$ cat src/rtl/ztma_pkg.sv
package ztma_pkg;

    // Window and zone configuration
    localparam int SAMPLES_PER_MEAN = 16;
    localparam int ZONE_COUNT       = 4;

    // Fixed field widths
    localparam int ZONE_W = 2;
    localparam int RAW_W  = 32;
    localparam int TEMP_W = 14;
    localparam int TEMP_HI = 29;
    localparam int TEMP_LO = 18;

    // Per-zone accumulator widths
    localparam int CNT_W = $clog2(SAMPLES_PER_MEAN);
    localparam int SUM_W = TEMP_W + $clog2(SAMPLES_PER_MEAN);

    // Divide by (window - 2) as multiply by reciprocal and shift
    localparam int      DIVISOR   = SAMPLES_PER_MEAN - 2;
    localparam int      DIV_SHIFT = SUM_W + $clog2(DIVISOR);
    localparam int      RECIP_W   = SUM_W + 2;
    localparam longint  RECIP_VAL = ((64'd1 << DIV_SHIFT) + longint'(DIVISOR) - 1)
                                    / longint'(DIVISOR);
    localparam logic [RECIP_W-1:0] RECIP = RECIP_W'(RECIP_VAL);
    localparam int      PROD_W    = SUM_W + RECIP_W;

    localparam logic [TEMP_W-1:0] LEAST_RESET = '1;

    typedef struct packed {
        logic [CNT_W-1:0]  cnt;
        logic [SUM_W-1:0]  sum;
        logic [TEMP_W-1:0] least;
        logic [TEMP_W-1:0] greatest;
    } t_zone_ent;

    localparam t_zone_ent ENT_RESET = '{
        cnt:      '0,
        sum:      '0,
        least:    LEAST_RESET,
        greatest: '0
    };

endpackage

$ cat src/rtl/zone_trimmed_mean_averager.sv
// Per-zone olympic-average filter for converter temperature frames. Each
// transfer on the input channel carries a zone number and a raw 32-bit frame;
// the temperature is frame bits 29:18, scaled by four (placed at bits 13:2).
// A zone's running count, sum, minimum and maximum live in a small
// synchronous state memory, one entry per zone. When a zone has seen
// SAMPLES_PER_MEAN frames, one transfer leaves on the output channel: that
// zone and (sum - min - max) / (SAMPLES_PER_MEAN - 2), after which the zone
// starts a fresh window. Frames for zones at or above ZONE_COUNT are dropped.
// Throughput is one frame per clock while no result waits under stall, any
// mix of zones, back to back: the per-zone read-modify-write follows the
// memory read, and a bypass register covers a frame that hits the zone
// written the cycle before. On the way to a valid result, the memory
// read is clocked by the input transfer, then update, trim and reciprocal
// multiply each take one register stage. The whole pipe holds while a result
// sits in the output register under stall, and o_in_stall follows that
// condition.
// No clearing pass after reset: per-zone valid bits stand in for it.
module zone_trimmed_mean_averager import ztma_pkg::*; (
    input  logic              i_clk,
    input  logic              i_rst_n,
    // input channel
    input  logic              i_in_valid,
    output logic              o_in_stall,
    input  logic [ZONE_W-1:0] i_zone,
    input  logic [RAW_W-1:0]  i_raw_word,
    // output channel
    output logic              o_out_valid,
    input  logic              i_out_stall,
    output logic [ZONE_W-1:0] o_out_zone,
    output logic [TEMP_W-1:0] o_mean_temp
);

    // Pipe advances unless a result waits under stall.
    logic adv;
    assign adv        = !(o_out_valid && i_out_stall);
    assign o_in_stall = !adv;

    logic acc_in;
    logic zone_ok;
    assign zone_ok = 32'(i_zone) < ZONE_COUNT;
    assign acc_in  = i_in_valid && adv;

    // ---------------- state memory ----------------
    t_zone_ent               r_mem [ZONE_COUNT];
    logic [ZONE_COUNT-1:0]   r_ent_vld;   // entry written since reset
    t_zone_ent               r_rd_data;
    logic                    r_rd_vld;

    // stage 1: item whose entry is being read out
    logic                    r_s1_vld;
    logic [ZONE_W-1:0]       r_s1_zone;
    logic [TEMP_W-1:0]       r_s1_temp;

    // write-back bypass: last write into the memory
    logic                    r_wb_vld;
    logic [ZONE_W-1:0]       r_wb_zone;
    t_zone_ent               r_wb_data;

    always_ff @(posedge i_clk) begin
        if (adv) begin
            r_rd_data <= r_mem[i_zone];
            r_rd_vld  <= r_ent_vld[i_zone];
            r_s1_zone <= i_zone;
            r_s1_temp <= {i_raw_word[TEMP_HI:TEMP_LO], 2'b00};
        end
    end

    // ---------------- update (stage 1) ----------------
    t_zone_ent          cur;
    t_zone_ent          upd;
    t_zone_ent          n_wr;
    logic [CNT_W:0]     cnt_inc;
    logic               done;

    always_comb begin
        if (r_wb_vld && r_wb_zone == r_s1_zone) begin
            cur = r_wb_data;
        end else if (r_rd_vld) begin
            cur = r_rd_data;
        end else begin
            cur = ENT_RESET;
        end
        cnt_inc      = {1'b0, cur.cnt} + 1'b1;
        done         = cnt_inc == (CNT_W+1)'(SAMPLES_PER_MEAN);
        upd.cnt      = cnt_inc[CNT_W-1:0];
        upd.sum      = cur.sum + SUM_W'(r_s1_temp);
        upd.least    = (r_s1_temp < cur.least) ? r_s1_temp : cur.least;
        upd.greatest = (r_s1_temp > cur.greatest) ? r_s1_temp : cur.greatest;
        n_wr         = done ? ENT_RESET : upd;
    end

    always_ff @(posedge i_clk) begin
        if (adv && r_s1_vld) begin
            r_mem[r_s1_zone] <= n_wr;
        end
    end

    always_ff @(posedge i_clk) begin
        if (adv) begin
            r_wb_zone <= r_s1_zone;
            r_wb_data <= n_wr;
        end
    end

    // ---------------- trim (stage 2) and divide (stage 3) ----------------
    logic                r_s2_vld;
    logic [ZONE_W-1:0]   r_s2_zone;
    logic [SUM_W-1:0]    r_s2_sum;
    logic [TEMP_W-1:0]   r_s2_least;
    logic [TEMP_W-1:0]   r_s2_greatest;

    logic                r_s3_vld;
    logic [ZONE_W-1:0]   r_s3_zone;
    logic [SUM_W-1:0]    r_s3_trim;

    logic [PROD_W-1:0]   prod;
    logic [PROD_W-1:0]   quot;

    always_ff @(posedge i_clk) begin
        if (adv) begin
            r_s2_zone     <= r_s1_zone;
            r_s2_sum      <= upd.sum;
            r_s2_least    <= upd.least;
            r_s2_greatest <= upd.greatest;
            r_s3_zone     <= r_s2_zone;
            r_s3_trim     <= r_s2_sum - SUM_W'(r_s2_least) - SUM_W'(r_s2_greatest);
        end
    end

    // floor(trim / DIVISOR) exact over the whole sum range
    assign prod = PROD_W'(r_s3_trim) * PROD_W'(RECIP);
    assign quot = prod >> DIV_SHIFT;

    always_ff @(posedge i_clk) begin
        if (adv) begin
            o_out_zone  <= r_s3_zone;
            o_mean_temp <= quot[TEMP_W-1:0];
        end
    end

    // ---------------- control ----------------
    always_ff @(posedge i_clk) begin
        if (!i_rst_n) begin
            r_ent_vld   <= '0;
            r_s1_vld    <= 1'b0;
            r_wb_vld    <= 1'b0;
            r_s2_vld    <= 1'b0;
            r_s3_vld    <= 1'b0;
            o_out_valid <= 1'b0;
        end else if (adv) begin
            if (r_s1_vld) begin
                r_ent_vld[r_s1_zone] <= 1'b1;
            end
            r_s1_vld    <= acc_in && zone_ok;
            r_wb_vld    <= r_s1_vld;
            r_s2_vld    <= r_s1_vld && done;
            r_s3_vld    <= r_s2_vld;
            o_out_valid <= r_s3_vld;
        end
    end

endmodule

$ cat config.mk
export PLATFORM = sky130hd
export DESIGN_NAME = zone_trimmed_mean_averager
export DESIGN_NICKNAME = d
export VERILOG_FILES = /design/src/rtl/ztma_pkg.sv /design/src/rtl/zone_trimmed_mean_averager.sv
export SDC_FILE = /design/constraint.sdc
export NUM_CORES = 1
export LEC_CHECK = 0
export ABC_CLOCK_PERIOD_IN_PS = 21300
export BUFFER_PORTS_ARGS = -buffer_cell sky130_fd_sc_hd__buf_2
export CELL_PAD_IN_SITES_DETAIL_PLACEMENT = 1
export CELL_PAD_IN_SITES_GLOBAL_PLACEMENT = 2
export CORE_MARGIN = 10
export CORE_UTILIZATION = 50
export DETAILED_ROUTE_END_ITERATION = 16
export PLACE_DENSITY_LB_ADDON = 0.1
export RECOVER_POWER = 50
export SLEW_MARGIN = 25
export SYNTH_ARGS = -nofsm -noshare
export SYNTH_HDL_FRONTEND = slang
export SYNTH_SLANG_ARGS = --single-unit
$ cat constraint.sdc
create_clock -name i_clk -period 21.3 [get_ports i_clk]
set_clock_uncertainty 0.1 [all_clocks]
set_input_delay 3.195 -clock i_clk [delete_from_list [all_inputs] [get_ports i_clk]]
set_output_delay 3.195 -clock i_clk [all_outputs]
set_load 0.005 [all_outputs]
==> flow_summary.yaml, run 1 <==
status:
  outcome: "finished, violations left"
  violations: "max-capacitance violations, max-slew violations"
place:
  dp.cells: 2025
  dp_hpwl_um: 30800
  gp_congestion: 0.819
  port_buffers: 35
clock_network:
  post_cts_resized: 0
  clkTransAtPathRegs_ns: 0.06
  cts_tree: "yes"
  cts_setup_buffers: 0
  root_buffer: "clkbuf_16"
  clk-insertion-delay-late_ns: 0.58
  cts_made_buffers: 44
  hold_buffers: 0
  clock-sinks: 408
  cts_buffer_depth: 3
  ctsHtreeMaxLevel: 2
worst_hold_path:
  hp-class: "flop to flop"
final_layout:
  layout_common_cells: "399 x edfxtp_1, 197 x inv_1, 188 x ha_1, 80 x nand2_1, 75 x fa_1"
  drive_gt1_frac: 0.111
  nets: 1833
  insertedDiodeCount: 0
  multi_input_area_um2: 8270
  layoutNonFillerInstCount: 2105
  num-fill-cells: 4015
  mostFrequentLayoutCell: "edfxtp_1"
  regArea_um2: 12200
  syn_to_final_growth_pct: 10.8
routing:
  m1WireLength_um: 21100
  drt_iter0_drc: 645
  firstDrtPassIters: 5
  drc: 0
  routedWlPerCell_um: 22.3
  met3_length_um: 1770
  via_per_inst: 5.61
  ant_nets: 0
  top_layer: "met4"
  wl_met2_um: 23000
  wl_um: 46800
  vias: 11808
global_routing:
  grt_max_degree: 158
  grt_pass1_vias: 13330
  grt_usage: 0.192
  overflow: 0
  antenna_found_initial: 0
  grt_pass1_wl_um: 75700
floorplan:
  start_util: 0.507
  rows: 75
  die_h_um: 226
  io_pins: 56
  core_area_um2: 42000
  die_w_um: 226
  die-area_um2: 51300
timing:
  finalCriticalPeriod_ns: 11.30
  setup_viol: 0
  fmax_mhz: 88.5
  tightest_slew_ns: 8.87
  relSlewSlack: -4.91
  rsz0062_at_grt: "no"
  maxSlewViolCount: 422
  post-route-period-util: 0.530
  fin_setup_tns_ns: 0
  fin_hold_ws_ns: 0.355
  final-hold-violation-count: 0
setup_path:
  arrival_ns: 11.09
  path_cells: "buf_2 -> nand2_1 -> clkbuf_1"
  path_delay_family: "buffers and inverters"
  critPathMaxStageDelay_ns: 6.26
  path_class: "primary input to flop"
  crit_path_start_kind: "primary input"
  critPathBufInv: 2
  worstPathMaxFanout: 157
  endpoint_kind: "flop"
  required_ns: 21.09
  cp_slowest_cell: "clkbuf_1"
synth:
  netlist_area_um2: 21300
  synthTopCellsByArea: "edfxtp_1 56%, ha_1 11%, fa_1 7.0%, mux4_2 5.4%, inv_1 3.5%"
  synth_warnings: 0
  seq_area_frac_synth: 0.570
  synth_top_area_share: 0.562
  synth-seq-cells: 408
  ys.flop_type: "edfxtp_1"
  syn_avg_cell_area_um2: 14.5
  yosys.area.top_type: "edfxtp_1"
  postSynthCellCount: 1474
  synth-edff-count: 399
  syn-num-nets: 1775
  async_flop_share: 0
  yosysUniqueCellTypes: 68
flow_run:
  maxCapViolations: 7
worst reg2reg max path: cells and delay by family, from the launching register on:
kind          cells  cell delay [ns]
buf+inv           1             6.26
flops             1             0.31
simple gates      1             1.35
Yosys cell counts (all sizes together), types with 3 or more instances:
library cell / number
xnor2: 27
nand2b: 16
xor2: 18
o21ai: 22
nand4: 9
a211oi: 3
or2: 3
nor3: 17
nor2b: 7
ha: 188
o31ai: 4
a21oi: 46
and3: 14
inv: 197
a211o: 3
mux4: 51
o211ai: 4
nor3b: 4
edfxtp: 399
and2: 29
o21bai: 4
a31oi: 25
buf: 16
clkbuf: 20
nand3b: 3
a21o: 20
nor2: 37
nand2: 80
mux2: 24
o21a: 15
a2111oi: 3
fa: 75
or3: 3
dfxtp: 9
a21boi: 7
nand3: 43
flip-flops by register name, indices dropped and copies added, names as in the netlist:
register,flops
r_s2_greatest,14
o_mean_temp,14
r_s1_temp,12
r_s2_sum,18
r_rd_vld,1
r_s1_vld,1
r_s2_least,14
r_s3_zone,2
r_wb_data,50
r_wb_vld,1
r_s1_zone,2
o_out_zone,2
r_s2_vld,1
o_out_valid,1
r_ent_vld,4
r_mem,200
r_s3_vld,1
r_s3_trim,18
r_s2_zone,2
r_rd_data,50
cell type report:
class,instances,area share
Sequential cell,408,0.515
Inverter,197,0.0313
Tap cell,539,0.0286
Clock buffer,50,0.0476
Timing Repair Buffer,48,0.00959
Clock inverter,30,0.0182
Multi-Input combinational cell,833,0.350
through the flow:
| stage | util | setup WS (ns) | area [um^2] |
|---|---|---|---|
| 3_3_place_gp | 0.527 | 13.76 | 22200 |
| 5_1_grt | 0.562 | 9.07 | 23600 |
| 3_5_place_dp | 0.527 | 13.74 | 22200 |
| 6_report | 0.562 | 10.00 | 23600 |
| 2_1_floorplan | - | 8.56 | 21300 |
| 4_1_cts | 0.564 | 13.74 | 23700 |
kinds of logic (layout without fill, tap and decap cells):
kind of cell / count (synthesis) / count (layout) / share of synthesized area
buffers and inverters: 233 / 325 / 0.0421
xor gates and xnor gates: 45 / 45 / 0.0185
muxes: 75 / 75 / 0.0680
adders and majority gates: 263 / 263 / 0.181
DFF: 408 / 408 / 0.570
and+or+nand+nor: 272 / 272 / 0.0642
AOI/OAI and AO/OA: 178 / 178 / 0.0559
final timing paths:
check	start	to	slack, ns	depth (start not counted)
worst max-delay path	i_out_stall	o_mean_temp[2]	10.00	3
worst min-delay path	r_s3_zone[0]	o_out_zone[0]	0.36	0
worst max register to register	o_out_valid	o_mean_temp[2]	12.41	2
worst min register to register	r_s3_zone[0]	o_out_zone[0]	0.36	0
routing by layer:
layer  up-vias  GRT usage
li1       5511          -
met1      6077      0.258
met2       161      0.320
met3        59     0.0293
met4         0     0.0483
met5         -          0
Power of run 1 is not shown: default switching activity piles up to over one toggle a cycle in this logic, so the estimate is an artifact.
==> run 2: changes to the inputs <==
Settings changed: ABC_CLOCK_PERIOD_IN_PS 21300 to 10700, CORE_UTILIZATION 50 to 46.
Clock period 21.3 ns to 10.7 ns, I/O delays scaled along.
==> flow_summary.yaml, run 2 (synthesis gave the netlist of run 1 again) <==
status:
  outcome: "finished, violations left"
  violations: "max-capacitance violations, max-slew violations"
clock_network:
  post_cts_resized: 0
  cts_made_buffers: 43
  clkTransAtPathRegs_ns: 0.06
  root_buffer: "clkbuf_16"
  ctsHtreeMaxLevel: 2
  cts_buffer_depth: 3
  cts_setup_buffers: 0
  cts_tree: "yes"
  clk-insertion-delay-late_ns: 0.57
  hold_buffers: 0
  clock-sinks: 408
timing:
  finalCriticalPeriod_ns: 7.31
  rsz0062_at_grt: "no"
  post-route-period-util: 0.683
  fin_setup_tns_ns: 0
  fmax_mhz: 137
  relSlewSlack: -1.98
  setup_viol: 0
  tightest_slew_ns: 4.46
  maxSlewViolCount: 438
  final-hold-violation-count: 0
final_layout:
  reg_top3: "r_mem: 200 flops, r_rd_data: 50 flops, r_wb_data: 50 flops"
  syn_to_final_growth_pct: 9.93
  insertedDiodeCount: 0
  drive_gt1_frac: 0.107
  num-fill-cells: 4415
  layout_common_cells: "399 x edfxtp_1, 197 x inv_1, 188 x ha_1, 80 x nand2_1, 75 x fa_1"
  largest_reg_flops: 200
  regMostFlops: "r_mem"
  mostFrequentLayoutCell: "edfxtp_1"
  nets: 1831
flow_run:
  maxCapViolations: 8
setup_path:
  r2r-start: "r_s1_zone[1]"
  reg2reg_depth: 12
  required_ns: 10.66
  worstPathMaxFanout: 78
  endpoint_kind: "flop"
  path_class: "primary input to flop"
  crit_path_start_kind: "primary input"
  critPathLaunch: "i_out_stall"
  arrival_ns: 7.26
routing:
  ant_nets: 0
  firstDrtPassIters: 5
  routedWlPerCell_um: 22.5
  drc: 0
  wl_um: 48600
  drt_iter0_drc: 682
  via_per_inst: 5.47
  vias: 11802
floorplan:
  core_area_um2: 45600
  start_util: 0.468
  io_pins: 56
  die_w_um: 235
  die-area_um2: 55400
  die_h_um: 235
  rows: 78
worst_hold_path:
  hold_depth: 0
  holdCritStartpoint: "r_s3_zone[1]"
  hp-class: "flop to flop"
place:
  dp_hpwl_um: 32500
  gp_congestion: 0.806
  port_buffers: 35
global_routing:
  overflow: 0
  grt_usage: 0.175
  grt_max_degree: 79
  antenna_found_initial: 0
  grt_pass1_vias: 12975
  grt_pass1_wl_um: 75500
[run 2: layout make-up]
class / count / area (um^2) / area share
clock inverters: 19 / 154 / 0.00657
clock buffers: 55 / 1140 / 0.0487
repair buffers: 47 / 220 / 0.00940
multi-input cells: 833 / 8270 / 0.353
well taps: 600 / 751 / 0.0320
inverters: 197 / 739 / 0.0316
flip-flops and latches: 408 / 12200 / 0.519
[run 2: path summary, 6_finish.rpt]
path                                       to  slack [ns]
worst min register to register  o_out_zone[1]        0.36
worst max-delay path             r_wb_data[4]        3.39
worst max register to register  r_wb_data[25]        3.54
worst min-delay path            o_out_zone[1]        0.36
[run 2: per-stage QoR]
step	hold slack (ns)	std cells	setup slack (ns)	utilization	area, um^2
floorplan	0.300	1474	1.74	-	21300
global placement	0.323	2085	4.61	0.488	22200
detailed placement	0.313	2085	4.85	0.488	22200
CTS	0.362	2159	4.79	0.516	23500
global route	0.372	2159	2.78	0.514	23400
finish	0.361	2159	3.39	0.514	23400
[run 2: worst max-delay path, cell delays in order]
cell and delay [ns]:
buf_2 0.10, nand2_1 2.13, clkbuf_1 3.24
[run 2: layer usage]
metal / vias up / wire length (um) / GRT usage
met2: 148 / 23900 / 0.293
met3: 63 / 1570 / 0.0255
li1: 5503 / - / -
met1: 6088 / 21900 / 0.230
met5: - / 0 / 0
met4: 0 / 1130 / 0.0566
Power of run 2 is left out for the same reason.
==> run 3: changes to the inputs <==
Settings changed: ABC_AREA set to 1, ABC_CLOCK_PERIOD_IN_PS 10700 to 6500, CORE_UTILIZATION 46 to 39.
Clock period 10.7 ns to 6.5 ns, I/O delays scaled along.
==> flow_summary.yaml, run 3 <==
synth:
  netlist_area_um2: 22300
  seq_area_frac_synth: 0.544
  yosys.area.top_type: "edfxtp_1"
  synth_top_area_share: 0.536
  synth_common_cells: "399 x edfxtp_1, 329 x nand2_1, 288 x inv_1"
  synth-edff-count: 399
  syn_avg_cell_area_um2: 10.8
  synthTopCellsByArea: "edfxtp_1 54%, ha_1 11%, fa_1 6.7%, nand2_1 5.5%, inv_1 4.8%"
  async_flop_share: 0
  yosysUniqueCellTypes: 40
  postSynthCellCount: 2066
  syn-num-nets: 2367
  synth-seq-cells: 408
  ys.flop_type: "edfxtp_1"
  synth_warnings: 0
  synth.most_common_cell: "edfxtp_1"
floorplan:
  start_util: 0.395
  rows: 87
  die_h_um: 259
  core_area_um2: 56600
  io_pins: 56
  die-area_um2: 67200
  die_w_um: 259
clock_network:
  ctsHtreeMaxLevel: 2
  hold_buffers: 0
  post_cts_resized: 0
  cts_setup_buffers: 0
  cts_made_buffers: 47
  clock-sinks: 408
  root_buffer: "clkbuf_16"
  clk-insertion-delay-late_ns: 0.59
  cts_tree: "yes"
  cts_buffer_depth: 3
  clkTransAtPathRegs_ns: 0.06
setup_path:
  crit_path_start_kind: "primary input"
  worstPathMaxFanout: 53
  path_class: "primary input to flop"
  endpoint_kind: "flop"
  arrival_ns: 5.71
  required_ns: 6.71
routing:
  drt_iter0_drc: 654
  ant_nets: 0
  via_per_inst: 5.08
  routedWlPerCell_um: 20.3
  drc: 0
  wl_um: 58900
  firstDrtPassIters: 4
  vias: 14748
timing:
  finalCriticalPeriod_ns: 5.49
  setup_viol: 0
  final-hold-violation-count: 0
  tightest_slew_ns: 3.96
  rsz0062_at_grt: "no"
  maxSlewViolCount: 331
  layout_setup_ws_ns: 1.01
  fin_setup_tns_ns: 0
  post-route-period-util: 0.845
  fmax_mhz: 182
  relSlewSlack: -1.64
place:
  dp_slack_ns: 1.47
  gp_congestion: 0.816
  place_area_um2: 23400
  port_buffers: 35
  dp_hpwl_um: 40800
final_layout:
  syn_to_final_growth_pct: 11.0
  insertedDiodeCount: 0
  drive_gt1_frac: 0.0568
  regMostFlops: "r_mem"
  layout_common_cells: "399 x edfxtp_1, 329 x nand2_1, 288 x inv_1, 215 x nor2_1, 188 x ha_1"
  fin_area_um2: 24800
  reg_top3: "r_mem: 200 flops, r_rd_data: 50 flops, r_wb_data: 50 flops"
  largest_reg_flops: 200
  mostFrequentLayoutCell: "edfxtp_1"
  nets: 2412
global_routing:
  grt_usage: 0.177
  grt_pass1_wl_um: 92500
  grt_max_degree: 83
  grt_pass1_vias: 16300
  antenna_found_initial: 0
  overflow: 0
status:
  outcome: "finished, violations left"
  violations: "max-capacitance violations, max-slew violations"
flow_run:
  maxCapViolations: 6
worst_hold_path:
  hp-class: "flop to flop"
## run 3: cells by family after synthesis
family                     count (synthesis)  synth area share
AOI/OAI and AO/OA                        299            0.0728
and+or+nand+nor                          714             0.134
buffers and inverters                    347            0.0629
DFF                                      408             0.544
xor gates and xnor gates                  35            0.0137
adders and majority gates                263             0.173
## run 3: cell type report
cell class | count | area [um^2]
Fill cell | 6174 | 31800
Tap cell | 756 | 946
Inverter | 290 | 1090
Clock inverter | 23 | 209
Clock buffer | 63 | 1300
Multi-Input combinational cell | 1311 | 8800
Timing Repair Buffer | 53 | 285
Sequential cell | 408 | 12200
## run 3: final timing paths
| check | startpoint | end | slack (ns) | cells after the start |
|---|---|---|---|---|
| max | i_zone[1] | r_rd_data[41] | 1.01 | 6 |
| min | r_s3_zone[1] | o_out_zone[1] | 0.33 | 0 |
| max reg2reg | r_s1_zone[1] | r_mem[2][1] | 1.29 | 18 |
| min reg2reg | r_s3_zone[1] | o_out_zone[1] | 0.33 | 0 |
## run 3: critical path, cell delays in order
cell and delay (ns):
buf_2 0.07, clkbuf_1 2.30, inv_1 0.89, clkbuf_2 0.90
o21ai_0 0.35, o22ai_1 0.12
## run 3: layer usage
layer / vias to the layer above / track usage / wire [um]
met5: - / 0 / 0
met4: 0 / 0.0481 / 1200
met3: 77 / 0.0213 / 1280
met2: 130 / 0.326 / 30600
met1: 7418 / 0.213 / 25800
li1: 7123 / - / -
## run 3: stage by stage
stage,hold slack [ns],utilization,instances
6_report,0.329,0.438,2904
5_1_grt,0.339,0.438,2904
4_1_cts,0.326,0.440,2902
3_5_place_dp,0.311,0.413,2816
3_3_place_gp,0.304,0.413,2816
2_1_floorplan,0.300,-,2066
Power of run 3 is left out for the same reason.
